[src/sv/pttt_pkg.sv]
// Shared types, constants and helper functions for the pan/tilt target tracker.
// Used by pttt_divider and pan_tilt_target_tracker; depends on nothing else.
package pttt_pkg;

    // Action codes carried in the input transaction.
    typedef enum logic [1:0] {
        ACT_RESET_AIM   = 2'd0,
        ACT_ONE_SHOT    = 2'd1,
        ACT_TRACK_LATCH = 2'd2,
        ACT_TRACK_FREE  = 2'd3
    } action_t;

    // Configuration register indexes.
    localparam logic [2:0] CFG_QUALITY_MIN    = 3'd0;
    localparam logic [2:0] CFG_LOCK_BAND      = 3'd1;
    localparam logic [2:0] CFG_STEP_DIVISOR   = 3'd2;
    localparam logic [2:0] CFG_SERVO_MIN      = 3'd3;
    localparam logic [2:0] CFG_SERVO_MAX      = 3'd4;
    localparam logic [2:0] CFG_SERVO_CENTER   = 3'd5;
    localparam logic [2:0] CFG_LOCK_TICKS     = 3'd6;
    localparam logic [2:0] CFG_PULSE_LENGTH   = 3'd7;

    // Configuration reset values.
    localparam logic [7:0]  RST_QUALITY_MIN  = 8'd50;
    localparam logic [14:0] RST_LOCK_BAND    = 15'd8;
    localparam logic [7:0]  RST_STEP_DIVISOR = 8'd8;
    localparam logic [7:0]  RST_SERVO_MIN    = 8'd30;
    localparam logic [7:0]  RST_SERVO_MAX    = 8'd150;
    localparam logic [7:0]  RST_SERVO_CENTER = 8'd90;
    localparam logic [15:0] RST_LOCK_TICKS   = 16'd10;
    localparam logic [15:0] RST_PULSE_LENGTH = 16'd500;

    localparam int DVD_W = 16;
    localparam int DVS_W = 8;

    // Status of the shared divider as seen by the sequencer.
    typedef struct packed {
        logic busy;
        logic done;
    } div_stat_t;

    // Magnitude of a signed 16-bit error; the most negative value maps to 32768.
    function automatic logic [15:0] err_mag(input logic [15:0] e);
        err_mag = e[15] ? (~e + 16'd1) : e;
    endfunction

    // New angle for one axis from its quotient, with at least one degree of motion,
    // clamped against the lower limit first and then the upper one.
    function automatic logic [7:0] axis_next(input logic [7:0] angle, input logic neg,
                                             input logic [15:0] q, input logic [7:0] smin,
                                             input logic [7:0] smax);
        logic [15:0]       q1;
        logic signed [17:0] stp;
        logic signed [17:0] v;
        q1  = (q == 16'd0) ? 16'd1 : q;
        stp = $signed({2'b00, q1});
        v   = $signed({10'd0, angle}) + (neg ? -stp : stp);
        if (v < $signed({10'd0, smin})) begin
            axis_next = smin;
        end else if (v > $signed({10'd0, smax})) begin
            axis_next = smax;
        end else begin
            axis_next = v[7:0];
        end
    endfunction

endpackage

[src/sv/pttt_divider.sv]
// Restoring serial divider, one quotient bit per cycle, shared by both axes.
// Depends on pttt_pkg for widths and the status struct.
module pttt_divider (
    input  logic                        aclk,
    input  logic                        aresetn,
    input  logic                        start,
    input  logic [pttt_pkg::DVD_W-1:0]  dividend,
    input  logic [pttt_pkg::DVS_W-1:0]  divisor,
    output logic [pttt_pkg::DVD_W-1:0]  quotient,
    output pttt_pkg::div_stat_t         stat
);

    localparam int CNT_W = $clog2(pttt_pkg::DVD_W);

    logic                        busy_reg, busy_next;
    logic                        done_reg, done_next;
    logic [CNT_W-1:0]            cnt_reg, cnt_next;
    logic [pttt_pkg::DVD_W-1:0]  dvd_reg, dvd_next;
    logic [pttt_pkg::DVS_W-1:0]  rem_reg, rem_next;
    logic [pttt_pkg::DVS_W-1:0]  dvs_reg, dvs_next;
    logic [pttt_pkg::DVS_W:0]    trial;
    logic [pttt_pkg::DVS_W:0]    diff;
    logic                        take;

    always_comb begin
        busy_next = busy_reg;
        done_next = 1'b0;
        cnt_next  = cnt_reg;
        dvd_next  = dvd_reg;
        rem_next  = rem_reg;
        dvs_next  = dvs_reg;
        trial     = {rem_reg, dvd_reg[pttt_pkg::DVD_W-1]};
        take      = (trial >= {1'b0, dvs_reg});
        diff      = trial - {1'b0, dvs_reg};
        if (start) begin
            busy_next = 1'b1;
            cnt_next  = '0;
            dvd_next  = dividend;
            rem_next  = '0;
            // A zero divisor behaves as one.
            dvs_next  = (divisor == '0) ? {{(pttt_pkg::DVS_W-1){1'b0}}, 1'b1} : divisor;
        end else if (busy_reg) begin
            rem_next = take ? diff[pttt_pkg::DVS_W-1:0] : trial[pttt_pkg::DVS_W-1:0];
            dvd_next = {dvd_reg[pttt_pkg::DVD_W-2:0], take};
            cnt_next = cnt_reg + 1'b1;
            if (cnt_reg == CNT_W'(pttt_pkg::DVD_W - 1)) begin
                busy_next = 1'b0;
                done_next = 1'b1;
            end
        end
    end

    always_ff @(posedge aclk) begin
        if (!aresetn) begin
            busy_reg <= 1'b0;
            done_reg <= 1'b0;
            cnt_reg  <= '0;
        end else begin
            busy_reg <= busy_next;
            done_reg <= done_next;
            cnt_reg  <= cnt_next;
        end
        dvd_reg <= dvd_next;
        rem_reg <= rem_next;
        dvs_reg <= dvs_next;
    end

    assign quotient  = dvd_reg;
    assign stat.busy = busy_reg;
    assign stat.done = done_reg;

    a_start_idle: assert property (@(posedge aclk) disable iff (!aresetn)
        start |-> !busy_reg) else $error("divider started while busy");
    a_done_pulse: assert property (@(posedge aclk) disable iff (!aresetn)
        done_reg |=> !done_reg) else $error("divider done held longer than one cycle");
    a_done_after_busy: assert property (@(posedge aclk) disable iff (!aresetn)
        $rose(done_reg) |-> $past(busy_reg) && !busy_reg)
        else $error("divider done without a finished run");

endmodule

[src/sv/pan_tilt_target_tracker.sv]
// Top level of the pan/tilt target tracker: configuration registers, sequencer and state.
// Depends on pttt_pkg and pttt_divider.
//
//  Channel  Direction  Contents
//  s_       in         tuser: action, target_fresh; tdata: now_ms, target_x, target_y, quality
//  m_       out        tdata: pan_angle, tilt_angle, laser_on, fired, aim_complete, no_target
//  cfg_     in         cfg_index selects one of eight registers, cfg_data carries the value
//
// Acceptance starts the divider on the pan error, and the result is loaded from the final state;
// the serial divider runs 16 iterations for the pan error and then 16 for the tilt error.
// The input is accepted only while the sequencer is idle; a result waits in the output
// register, and the next transaction may be accepted while it waits.
// A stalled result holds the sequencer in its final state until the register frees.
// Reset clears the control state and loads the configuration defaults.
module pan_tilt_target_tracker (
    input  logic        aclk,
    input  logic        aresetn,
    input  logic        s_tvalid,
    output logic        s_tready,
    input  logic [2:0]  s_tuser,   // [1:0] action, [2] target_fresh
    input  logic [71:0] s_tdata,   // [31:0] now_ms, [47:32] target_x, [63:48] target_y,
                                   // [71:64] target_quality
    output logic        m_tvalid,
    input  logic        m_tready,
    output logic [23:0] m_tdata,   // [7:0] pan_angle, [15:8] tilt_angle, [16] laser_on,
                                   // [17] fired, [18] aim_complete, [19] no_target, zero pad
    input  logic        cfg_valid,
    output logic        cfg_ready,
    input  logic [2:0]  cfg_index,
    input  logic [15:0] cfg_data
);

    typedef enum logic [3:0] {
        S_IDLE   = 4'b0001,
        S_DIVX   = 4'b0010,
        S_DIVY   = 4'b0100,
        S_FINISH = 4'b1000
    } state_t;

    state_t state_reg, state_next;

    logic [7:0]  qmin_reg;
    logic [14:0] band_reg;
    logic [7:0]  sdiv_reg;
    logic [7:0]  smin_reg;
    logic [7:0]  smax_reg;
    logic [7:0]  scen_reg;
    logic [15:0] need_reg;
    logic [15:0] plen_reg;

    logic [1:0]  act_reg;
    logic [31:0] now_reg;
    logic        fresh_reg;
    logic [15:0] x_reg;
    logic [15:0] y_reg;
    logic [7:0]  qual_reg;
    logic [15:0] qx_reg, qy_reg;

    logic [7:0]  pan_reg, pan_next;
    logic [7:0]  tilt_reg, tilt_next;
    logic [15:0] lock_reg, lock_next;
    logic [31:0] pend_reg, pend_next;
    logic        pact_reg, pact_next;
    logic        shot_reg, shot_next;

    logic        m_tvalid_reg;
    logic [23:0] m_tdata_reg;

    logic        div_start;
    logic [15:0] div_dvd;
    logic [15:0] div_quot;
    pttt_pkg::div_stat_t div_stat;

    logic        in_acc, out_free, commit;
    logic [15:0] mag_x, mag_y;
    logic        expired, pact_kept, good, track, on_target, lock_met;
    logic        fire, done, bad, latch;
    logic [15:0] lock_inc;

    pttt_divider u_div (
        .aclk     (aclk),
        .aresetn  (aresetn),
        .start    (div_start),
        .dividend (div_dvd),
        .divisor  (sdiv_reg),
        .quotient (div_quot),
        .stat     (div_stat)
    );

    assign s_tready  = (state_reg == S_IDLE);
    assign in_acc    = s_tvalid && s_tready;
    assign out_free  = !m_tvalid_reg || m_tready;
    assign commit    = (state_reg == S_FINISH) && out_free;
    assign cfg_ready = 1'b1;

    assign mag_x = pttt_pkg::err_mag(x_reg);
    assign mag_y = pttt_pkg::err_mag(y_reg);

    // Sequencer and divider control.
    always_comb begin
        state_next = state_reg;
        div_start  = 1'b0;
        div_dvd    = mag_y;
        case (state_reg)
            S_IDLE: begin
                if (in_acc) begin
                    div_start  = 1'b1;
                    div_dvd    = pttt_pkg::err_mag(s_tdata[47:32]);
                    state_next = S_DIVX;
                end
            end
            S_DIVX: begin
                if (div_stat.done) begin
                    div_start  = 1'b1;
                    state_next = S_DIVY;
                end
            end
            S_DIVY: begin
                if (div_stat.done) begin
                    state_next = S_FINISH;
                end
            end
            S_FINISH: begin
                if (out_free) begin
                    state_next = S_IDLE;
                end
            end
            default: begin
                state_next = S_IDLE;
            end
        endcase
    end

    // Tick update, applied when the result is loaded.
    always_comb begin
        pan_next  = pan_reg;
        tilt_next = tilt_reg;
        lock_next = lock_reg;
        pend_next = pend_reg;
        pact_next = pact_reg;
        shot_next = shot_reg;
        expired   = pact_reg && (now_reg >= pend_reg);
        pact_kept = pact_reg && !expired;
        good      = fresh_reg && (qual_reg >= qmin_reg);
        on_target = (mag_x <= {1'b0, band_reg}) && (mag_y <= {1'b0, band_reg});
        lock_inc  = (lock_reg == 16'hFFFF) ? lock_reg : lock_reg + 16'd1;
        latch     = (act_reg != pttt_pkg::ACT_TRACK_FREE);
        track     = 1'b0;
        lock_met  = 1'b0;
        fire      = 1'b0;
        done      = 1'b0;
        bad       = 1'b0;
        case (act_reg)
            pttt_pkg::ACT_RESET_AIM: begin
                pan_next  = scen_reg;
                tilt_next = scen_reg;
                lock_next = '0;
                pend_next = '0;
                pact_next = 1'b0;
                shot_next = 1'b0;
            end
            pttt_pkg::ACT_ONE_SHOT: begin
                done  = expired && shot_reg;
                track = !shot_reg;
            end
            pttt_pkg::ACT_TRACK_LATCH, pttt_pkg::ACT_TRACK_FREE: begin
                track = 1'b1;
            end
            default: begin
                track = 1'b0;
            end
        endcase
        if (act_reg != pttt_pkg::ACT_RESET_AIM) begin
            pact_next = pact_kept;
            if (expired) begin
                pend_next = '0;
            end
            if (track) begin
                if (!good) begin
                    lock_next = '0;
                    bad       = 1'b1;
                end else begin
                    if (mag_x > {1'b0, band_reg}) begin
                        pan_next = pttt_pkg::axis_next(pan_reg, x_reg[15], qx_reg,
                                                       smin_reg, smax_reg);
                    end
                    if (mag_y > {1'b0, band_reg}) begin
                        tilt_next = pttt_pkg::axis_next(tilt_reg, y_reg[15], qy_reg,
                                                        smin_reg, smax_reg);
                    end
                    lock_next = on_target ? lock_inc : '0;
                    lock_met  = (lock_next >= need_reg);
                    fire      = lock_met && !pact_kept && (!latch || !shot_reg);
                end
            end
            if (fire) begin
                pact_next = 1'b1;
                pend_next = now_reg + {16'd0, plen_reg};
                lock_next = '0;
                if (latch) begin
                    shot_next = 1'b1;
                end
            end
        end
    end

    always_ff @(posedge aclk) begin
        if (!aresetn) begin
            state_reg    <= S_IDLE;
            qmin_reg     <= pttt_pkg::RST_QUALITY_MIN;
            band_reg     <= pttt_pkg::RST_LOCK_BAND;
            sdiv_reg     <= pttt_pkg::RST_STEP_DIVISOR;
            smin_reg     <= pttt_pkg::RST_SERVO_MIN;
            smax_reg     <= pttt_pkg::RST_SERVO_MAX;
            scen_reg     <= pttt_pkg::RST_SERVO_CENTER;
            need_reg     <= pttt_pkg::RST_LOCK_TICKS;
            plen_reg     <= pttt_pkg::RST_PULSE_LENGTH;
            pan_reg      <= pttt_pkg::RST_SERVO_CENTER;
            tilt_reg     <= pttt_pkg::RST_SERVO_CENTER;
            lock_reg     <= '0;
            pend_reg     <= '0;
            pact_reg     <= 1'b0;
            shot_reg     <= 1'b0;
            m_tvalid_reg <= 1'b0;
        end else begin
            state_reg <= state_next;
            if (cfg_valid && cfg_ready) begin
                case (cfg_index)
                    pttt_pkg::CFG_QUALITY_MIN:  qmin_reg <= cfg_data[7:0];
                    pttt_pkg::CFG_LOCK_BAND:    band_reg <= cfg_data[14:0];
                    pttt_pkg::CFG_STEP_DIVISOR: sdiv_reg <= cfg_data[7:0];
                    pttt_pkg::CFG_SERVO_MIN:    smin_reg <= cfg_data[7:0];
                    pttt_pkg::CFG_SERVO_MAX:    smax_reg <= cfg_data[7:0];
                    pttt_pkg::CFG_SERVO_CENTER: scen_reg <= cfg_data[7:0];
                    pttt_pkg::CFG_LOCK_TICKS:   need_reg <= cfg_data;
                    pttt_pkg::CFG_PULSE_LENGTH: plen_reg <= cfg_data;
                    default: begin
                    end
                endcase
            end
            if (commit) begin
                pan_reg      <= pan_next;
                tilt_reg     <= tilt_next;
                lock_reg     <= lock_next;
                pend_reg     <= pend_next;
                pact_reg     <= pact_next;
                shot_reg     <= shot_next;
                m_tvalid_reg <= 1'b1;
            end else if (m_tready) begin
                m_tvalid_reg <= 1'b0;
            end
        end
        if (in_acc) begin
            act_reg   <= s_tuser[1:0];
            fresh_reg <= s_tuser[2];
            now_reg   <= s_tdata[31:0];
            x_reg     <= s_tdata[47:32];
            y_reg     <= s_tdata[63:48];
            qual_reg  <= s_tdata[71:64];
        end
        if (state_reg == S_DIVX && div_stat.done) begin
            qx_reg <= div_quot;
        end
        if (state_reg == S_DIVY && div_stat.done) begin
            qy_reg <= div_quot;
        end
        if (commit) begin
            m_tdata_reg <= {4'd0, bad, done, fire, pact_next, tilt_next, pan_next};
        end
    end

    assign m_tvalid = m_tvalid_reg;
    assign m_tdata  = m_tdata_reg;

    a_result_from_finish: assert property (@(posedge aclk) disable iff (!aresetn)
        $rose(m_tvalid_reg) |-> $past(state_reg == S_FINISH))
        else $error("result appeared without a finished transaction");
    a_fire_lights: assert property (@(posedge aclk) disable iff (!aresetn)
        m_tvalid_reg && m_tdata_reg[17] |-> m_tdata_reg[16])
        else $error("pulse started but laser reported off");
    a_done_quiet: assert property (@(posedge aclk) disable iff (!aresetn)
        m_tvalid_reg && m_tdata_reg[18] |-> !m_tdata_reg[17] && !m_tdata_reg[16]
        && !m_tdata_reg[19]) else $error("completion mixed with other activity");
    a_ready_div_idle: assert property (@(posedge aclk) disable iff (!aresetn)
        s_tready |-> !div_stat.busy) else $error("input ready while divider busy");

endmodule
[config.mk]
export PLATFORM = sky130hd
export DESIGN_NAME = pan_tilt_target_tracker
export DESIGN_NICKNAME = d
export VERILOG_FILES = /design/src/sv/pttt_pkg.sv /design/src/sv/pttt_divider.sv /design/src/sv/pan_tilt_target_tracker.sv
export SDC_FILE = /design/constraint.sdc
export NUM_CORES = 1
export LEC_CHECK = 0
export ABC_AREA = 1
export BUFFER_PORTS_ARGS = -buffer_cell sky130_fd_sc_hd__buf_2
export CAP_MARGIN = 20
export CORE_ASPECT_RATIO = 1.5
export CORE_MARGIN = 3
export CORE_UTILIZATION = 30
export DETAILED_ROUTE_END_ITERATION = 12
export GPL_TIMING_DRIVEN = 1
export PLACE_DENSITY = 0.57
export RECOVER_POWER = 100
export SLEW_MARGIN = 20
export SYNTH_ARGS = -nofsm -noshare
export SYNTH_HDL_FRONTEND = slang
export SYNTH_SLANG_ARGS = --single-unit
[constraint.sdc]
create_clock -name aclk -period 6.4 [get_ports aclk]
set_clock_uncertainty 0.1 [all_clocks]
set_input_delay 0.64 -clock aclk [delete_from_list [all_inputs] [get_ports aclk]]
set_output_delay 0.64 -clock aclk [all_outputs]
set_load 0.02 [all_outputs]
==> results.md <==
- Status: finished with violations
- Failing checks: capacitance limit, slew limit
- Comb power frac: 0.177
- WL/cell: 16.5 um
- CP max FO: 9
- Number of global-route vias before repair: 17.0k
- Most used routing layer: met2
- Largest net degree at the start of global routing: 68
- Crit path required time: 6.56 ns
- DRT iter0 DRCs: 1027
- Worst IR Drop VDD: 0.000202 V
- Largest cells by area after synthesis: edfxtp_1 23%, dfxtp_1 17%, ha_1 10%
- Psw: 0.00159 W
- Slowest stage delay, CP: 0.47 ns
- Leak: 9.53 nW
- # nets final: 2951
- Final critical-path share of the clock period: 0.902
- Pwr dens: 242 nW/um^2
- Final GP Congestion: 0.924
- Layout cells sized above 1: 0.0716
- Relative slew slack: -0.668
- # IOs: 126
- Post-layout util: 0.344
- Synthesis Warnings: 0
- CORE AREA: 65800 um^2
- GRT overflow: 0
- Port bufs: 120
- Unique masters post-synth: 55
- Pint: 0.00389 W
- CTS tree: done
- Post-Place Cell Area: 21500 um^2
- Cells after Synth: 2587
- Grt met2 use: 0.325
- Post-Synth XOR/XNOR Area: 0.0473
- Worst EP arrival: 5.93 ns
- Final antenna-violating net count: 0
- Max cap viols: 3
- Row count: 115
- GRT Overall Usage: 0.167
- Die Y: 322 um
- Max Slew Vio Count: 145
- Die W: 217 um
- Fmax: 0.173 GHz
- Sequential fraction of the synthesis area: 0.399
- H-Tree Depth: 2
- Clk root buf: clkbuf_16
- Syn_area_per_cell: 7.73 um^2
- Final Critical Period: 5.78 ns
- Total number of vias: 17.4k
- Crit start category: flop
- Die area: 69900 um^2
- Simple-gate share of the synthesized area: 0.219
- DRC: 0
- GRT met3 Usage: 0.0178
- Switch share: 0.290
- EDFF count, synth: 151
- Number of vias per cell: 4.84
- Worst skew pair latency: 0.55 ns
- Yosys top cell by area: edfxtp_1
- Final Hold Vio Count: 0
- Prevailing post-synth register cell: dfxtp_1
- Drt total wl: 59.3 mm
- Sequential share of power: 0.438
- Final Non-Filler Cells: 3589
- Clock Sink Count: 323
- Count leader, synth: nand2_1
- Register bit total from synthesis: 323
- Setup TNS: 0 ns
- RSZ-0062 raised after global routing: false
- Met1 Track Usage GR: 0.182
- Placed Cells: 3522
- Mapped Area: 20000 um^2
- Post-synth ARST share: 0
- Post-synthesis mux area share: 0
- Antenna violations before repair: 2
- Top-area cell type share of the netlist area: 0.227
- Most frequent CP cell: nand2_1
- Clk pin slew, worst setup/hold paths: 0.06 ns
- Initial Utilization: 0.304
- Synth cell count leaders: 543 x nand2_1, 339 x inv_1, 267 x a21oi_1, 202 x nor2_1, 172 x dfxtp_1
- Final setup viols: 0
- Pre-Repair DR Iteration Count: 6
- Kind of critical path: flop to flop
- Post-synthesis adder-cell area fraction: 0.106
- CP max stage cell: fa_1
- First-pass GRT wire length: 92.2 mm
- Largest family of logic cells by synthesized area: simple AND/OR/NAND/NOR gates
- Critical path capture point type: flop
- Total CTS buffers: 35
- Clk buf depth: 3
- Hold crit path type: primary input to flop
- Worst slew pin tran: 2.50 ns
- Syn-to-layout area delta: 13.2%
- DP HPWL: 45.1 mm
- Final non-filler cell area: 22600 um^2
- Synth Area in Compound Gates: 0.146
- Clock power share: 0.384
## layout make-up
cell class,count,area [um^2]
antenna,1,2.50
timing repair buffer,143,707
multi-input combinational,1836,10400
sequential,323,7980
fill,7050,43100
clock buffer,45,973
inverter,346,1300
clock inverter,18,204
tap,877,1100
## power groups by stage
stage               logic, W  registers (W)  clock network, W
CTS                 0.000975        0.00240           0.00217
finish              0.000970        0.00240           0.00210
detailed placement  0.000969        0.00244                 0
floorplan           0.000699        0.00240                 0
global placement    0.000965        0.00244                 0
global route         0.00111        0.00241           0.00224
## cell families (layout without fill, tap and decap cells)
family,after synthesis,count (layout)
AND/OR/NAND/NOR,1024,1024
AO/OA/AOI/OAI,532,532
buffers and inverters,431,552
flip-flops,323,323
adder cells (fa/ha/maj),167,167
XOR/XNOR,108,108
other,2,6
## routing by layer
metal | vias to the layer above | wire (um) | share of wire
li1 | 8856 | - | -
met1 | 8064 | 23200 | 0.39
met2 | 339 | 31700 | 0.53
met3 | 109 | 2010 | 0.034
met4 | 0 | 2520 | 0.042
met5 | - | 0 | 0
## worst max-delay path, delay by kind of cell, from the launching register on
kind                     cells  cell delay (ns)
XOR/XNOR                     1             0.22
buffers and inverters        3             0.30
AND/OR/NAND/NOR             16             2.39
adder cells (fa/ha/maj)      3             1.02
flip-flops                   1             0.44
AO/OA/AOI/OAI                5             1.03
## worst paths after layout
| kind | from | end | slack, ns | depth (start not counted) |
|---|---|---|---|---|
| max | qy_reg[4] | m_tdata[14] | 0.62 | 28 |
| min | s_tdata[14] | now_reg[14] | 0.16 | 1 |
| max reg2reg | qy_reg[4] | m_tdata[14] | 0.62 | 28 |
| min reg2reg | scen_reg[3] | scen_reg[3] | 0.35 | 2 |
## through the flow
stage          setup slack [ns]  hold WS (ns)  total power, W
2_1_floorplan              1.30         0.329         0.00310
3_3_place_gp              0.767         0.343         0.00341
3_5_place_dp              0.710         0.345         0.00341
4_1_cts                   0.703         0.125         0.00554
5_1_grt                 0.00920         0.142         0.00576
6_report                  0.624         0.160         0.00547
## cells in the final DEF, fill, tap and decap left out, drive strengths merged, types with 39 or more instances in the layout
cell type,count
xor2,69
xnor2,39
clkbuf,98
ha,163
edfxtp,151
nand2,556
a21oi,268
nor2,215
nor3,48
buf,90
dfxtp,172
inv,345
nand3,144
o21ai,165
nand4,41
## repair_timing
item,in CTS,in global routing
endpoints found under the hold margin,0,0
hold buffers,0,0
gates resized for setup,0,3
setup endpoints to repair,0,27
setup buffers,0,2
No activity file was read; power rests on OpenSTA's default activity.
